### src/rtl/sam_ram.sv
// Generic simple dual-port RAM with one write port and a registered read port.
module sam_ram #(
  parameter int unsigned Width = 8,
  parameter int unsigned Depth = 16
) (
  input  logic                     clk_i,
  input  logic                     we_i,
  input  logic [$clog2(Depth)-1:0] waddr_i,
  input  logic [Width-1:0]         wdata_i,
  input  logic [$clog2(Depth)-1:0] raddr_i,
  output logic [Width-1:0]         rdata_o
);

  logic [Width-1:0] mem_q [Depth];
  logic [Width-1:0] rdata_q;

  always_ff @(posedge clk_i) begin
    if (we_i) begin
      mem_q[waddr_i] <= wdata_i;
    end
    rdata_q <= mem_q[raddr_i];
  end

  assign rdata_o = rdata_q;

endmodule

### config.mk
export PLATFORM = sky130hd
export DESIGN_NAME = sam_ram
export DESIGN_NICKNAME = d
export VERILOG_FILES = /design/src/rtl/sam_ram.sv
export SDC_FILE = /design/constraint.sdc
export NUM_CORES = 1
export LEC_CHECK = 0
export BUFFER_PORTS_ARGS = -buffer_cell sky130_fd_sc_hd__buf_4
export CELL_PAD_IN_SITES_DETAIL_PLACEMENT = 0
export CELL_PAD_IN_SITES_GLOBAL_PLACEMENT = 2
export CORE_ASPECT_RATIO = 1.4
export CORE_MARGIN = 2
export CORE_UTILIZATION = 35
export DETAILED_ROUTE_END_ITERATION = 12
export HOLD_SLACK_MARGIN = 0.03
export PLACE_DENSITY_LB_ADDON = 0.1
export SETUP_SLACK_MARGIN = 0.02
export SYNTH_ARGS = -nofsm -noshare
export SYNTH_HDL_FRONTEND = slang
export SYNTH_SLANG_ARGS = --single-unit
### constraint.sdc
create_clock -name clk_i -period 1.65 [get_ports clk_i]
set_input_delay 0.165 -clock clk_i [delete_from_list [all_inputs] [get_ports clk_i]]
set_output_delay 0.165 -clock clk_i [all_outputs]
set_load 0.05 [all_outputs]
* Word level (Yosys, flattened, before mapping) *
Memory sizes are Yosys's and may differ from the RTL's. A register that Yosys moved wholly into a read port is not among the register bits.
Cells that the tools add are included.

storage, ports and cells
  register bits after elaboration = 0
  bits in writable memories = 128
  output and inout port bits = 8
  logic and storage cells = 3
  memories kept = 1

memory list
  name   depth  bits a word  rd ports  clocked after memory_dff  wr ports  RTL line  source
  mem_q  16     8            1         1                         1         14        logic [Width-1:0] mem_q [Depth];

cells by class
  multiplexer cells = 2

operators with widths
  operator  number
  $mux W1   2

* Longest topological paths before layout *
  depth after elaboration = 2
  gate-level depth with buffers = 5
  mapped depth without buffers = 3

* Least setup slack after synthesis *
No wires, ideal clock.

  kind = input to register
  from = input waddr_i[2]
  to = memory mem_q[0][0] (enable)
  data arrival time = 1275 ps
  setup slack = -8 ps
  stages on the path = 2
  buffers on the path = 0
  cell sequence = or3b_2 nor3_1

RTL lines
  what                RTL line  source
  start: declaration  8         input logic [$clog2(Depth)-1:0] waddr_i,
  end: declaration    14

No word-level cell before the write port.

==> summary.md <==
| Metric | Value |
|---|---|
| Crit Path Class | `flip-flop to flip-flop` |
| DR top layer | `met4` |
| Final setup TNS | `0 ps` |
| RSZ-0062 raised after global routing | `false` |
| # IOs | `26` |
| Total CTS buffers | `17` |
| Switching part of the total power | `21.3%` |
| GR Overflow Total | `0` |
| Synthesized cell area | `between 5000 and 6000 µm²` |
| Core ar. | `14400 µm²` |
| CTS tree | `built` |
| Routed vias/inst | `4.96` |
| PD cells | `1270 nW/µm²` |
| # rows | `52` |
| Synth async-reset ratio | `0%` |
| Detailed Place HPWL | `7570 µm` |
| Max frequency | `roughly 730 MHz` |
| WL final | `11500 µm` |
| Dpl ws | `58.9 ps` |
| GP Congestion | `about 0.70` |
| Die span in y | `147 µm` |
| WP data required | `approximately 1900 ps` |
| FF-to-FF Start | `mem_q[9][5]$_DFFE_PP_` |
| Number of inserted diodes | `0` |
| Arrival time worst endpoint | `1650 ps` |
| Yosys cell types | `19` |
| Sw power | `roughly 1700 µW` |
| Crit end category | `flip-flop` |
| Worst Clk Skew | `6.64 ps` |
| Comb power frac | `6.1%` |
| Post CTS Setup Buffer Count | `0` |
| Die outline area | `about 16000 µm²` |
| Syn_area_per_cell | `22.5 µm²` |
| Fin. Hold Viols | `0` |
| GRT Util Overall | `15.9%` |
| Post-route ant nets | `0` |
| Critical path startpoint category | `flip-flop` |
| Outcome | `finished clean` |
| Slowest-stage cell, CP | `mux4_1` |
| Peak supply drop | `around 0.6 mV` |
| Area growth syn-to-layout | `22.7%` |
| Hold Buf Count CTS | `0` |
| # setup viols final | `0` |
| Post_cts resized | `0` |
| WL/cell | `23.4 µm` |
| Starting Density | `35.6%` |
| Max-cap violations | `0` |
| Biggest cell delay along the critical path | `510 ps` |
| Critical-path cell list | `mux4_1 -> a22oi_1 -> nand2_1` |
| Die Wd | `106 µm` |
| Metal2 WL | `6110 µm` |
| Clk pin slew, worst setup/hold paths | `60 ps` |
| Nets@finish | `308` |
| Crit path from | `mem_q[9][5]$_DFFE_PP_` |
| Initial antenna violation count | `0` |
| Setup WS post-layout | `about 290 ps` |
| LEAKAGE | `0.00215 µW` |
| Vias | `2441` |
| Number of iterations in the first detailed-routing pass | `4` |
| Seq pwr share | `48.5%` |
| Cells after Synth | `229` |
| DR WL met3 | `266 µm` |
| First-pass GRT wire length | `17000 µm` |
| Slew Viols, Final | `0` |
| HP Class | `primary input to flip-flop` |
| CP Buf/Inv Count | `0` |
| Maximum fanout along the worst path | `1` |
| Max_slew headroom | `38.1%` |
| P_int | `6310 µW` |
| Synth warn | `0` |
| Met1 Routed Length | `roughly 5000 µm` |
| Final period util | `just over 80%` |
| Share of cells above drive strength 1 | `33.7%` |
| H-tree depth | `4` |
| Clk network pwr share | `45.4%` |
| Post-synthesis register bit count | `136` |
| Drt initial violations | `101` |
| Clk buf depth | `2` |
| DRC violation count after routing | `0` |
| Fill cells | `approximately 1300` |
| Syn Nets | `247` |
| Clk Tree Root Cell | `clkbuf_16` |
| Synth Flop Type | `edfxtp_1` |
| Largest net degree at the start of global routing | `17` |
| Delay-heaviest family, CP | `multiplexers` |
| Vias in the first global route | `2585` |
| EDFF count, synth | `128` |
| # clock sinks | `136` |
| Later-pin clock latency in the skew report | `410 ps` |
| HP Start | `wdata_i[6]` |
| Minimum clock period | `roughly 1400 ps` |
| Port Buf Inserts | `25` |
| Seq/Total Area, Yosys | `around 80%` |
| Slew @ Worst Pin | `about 900 ps` |
## cell type report
| cell class | count | area (µm²) | share of cell area [%] |
|---|---|---|---|
| Tap cell | 189 | 236 | 3.74 |
| Sequential cell | 136 | 4000 | 63.4 |
| Clock buffer | 19 | 443 | 7.01 |
| Timing Repair Buffer | 52 | 440 | 6.97 |
| Multi-Input combinational cell | 83 | 1060 | 16.8 |
| Clock inverter | 13 | 131 | 2.08 |
## state kept, by name (all words and copies together) (netlist names)
register  flops
mem_q       128
rdata_o       8
## cells by family (layout without fill, tap and decap cells)
family	count (synthesis)	in the layout	share of synthesized area, %
DFF	136	136	77.8
muxes	32	32	15.0
AOI/OAI and AO/OA	16	16	2.33
buffers and inverters	10	84	1.68
and+or+nand+nor	35	35	3.18
## path summary, 6_finish.rpt
kind / slack (ps) / end / depth (start not counted)
worst max-delay path: 290 / rdata_o[5]$_DFF_P_ / 3
worst min register to register: 680 / rdata_o[6]$_DFF_P_ / 3
worst max register to register: 290 / rdata_o[5]$_DFF_P_ / 3
worst min-delay path: 60 / mem_q[2][6]$_DFFE_PP_ / 1
## cell usage after synthesis, drive strengths merged, types with 2 or more instances
| cell | count | share of area [%] |
|---|---|---|
| nand2b | 2 | 0.24 |
| nand3b | 2 | 0.29 |
| clkdlybuf4s25 | 3 | 0.58 |
| edfxtp | 128 | 75 |
| nand2 | 9 | 0.66 |
| mux4 | 32 | 15 |
| dfxtp | 8 | 3.1 |
| a22oi | 16 | 2.3 |
| nor3 | 4 | 0.39 |
| buf | 7 | 1.1 |
| nor2 | 13 | 0.95 |
## stage by stage
step / std cells / utilization [%] / hold slack, ps / cell area [µm²] / total power, µW
3_5_place_dp: 460 / 39.8 / 490 / 5740 / 4460
4_1_cts: 492 / 43.7 / 58.8 / 6320 / 8080
6_report: 492 / 43.7 / 61.2 / 6320 / 8020
2_1_floorplan: 229 / - / 264 / 5150 / 4230
5_1_grt: 492 / 43.7 / 71.0 / 6320 / 8270
3_3_place_gp: 460 / 39.8 / 479 / 5740 / 4460
## per-layer routing
layer / up-vias / global-route usage (%)
met3: 8 / 3.84
met5: - / 0
met4: 0 / 4.87
met1: 1290 / 20.3
li1: 1095 / -
met2: 48 / 26.8
## cell usage in the layout (no fill, tap or decap)
master	instances
a22oi_1	16
and2_1	1
and2b_1	1
buf_12	4
buf_4	48
bufinv_16	2
clkbuf_1	1
clkbuf_16	17
clkbuf_8	1
clkinv_1	1
clkinv_2	4
clkinv_4	2
clkinvlp_4	4
dfxtp_1	8
edfxtp_1	128
mux4_1	14
mux4_2	18
nand2_1	9
nand2b_1	2
nand3_1	1
nand3b_1	2
nor2_1	13
nor2b_1	1
nor3_1	3
nor3_2	1
or3b_2	1
## power by group through the flow
stage / sequential (µW) / combinational, µW / clock [µW]
after global routing: 3900 / 521 / 3850
after global placement: 3960 / 494 / 0
after CTS: 3890 / 498 / 3690
after floorplan: 4030 / 196 / 0
after detailed placement: 3960 / 498 / 0
final: 3890 / 485 / 3640
## worst register-to-register path, stage by stage, from the launching register on
cell and delay, ps:
edfxtp_1 370, mux4_1 510, a22oi_1 280, nand2_1 80
Power figures use the tool's default switching activity.
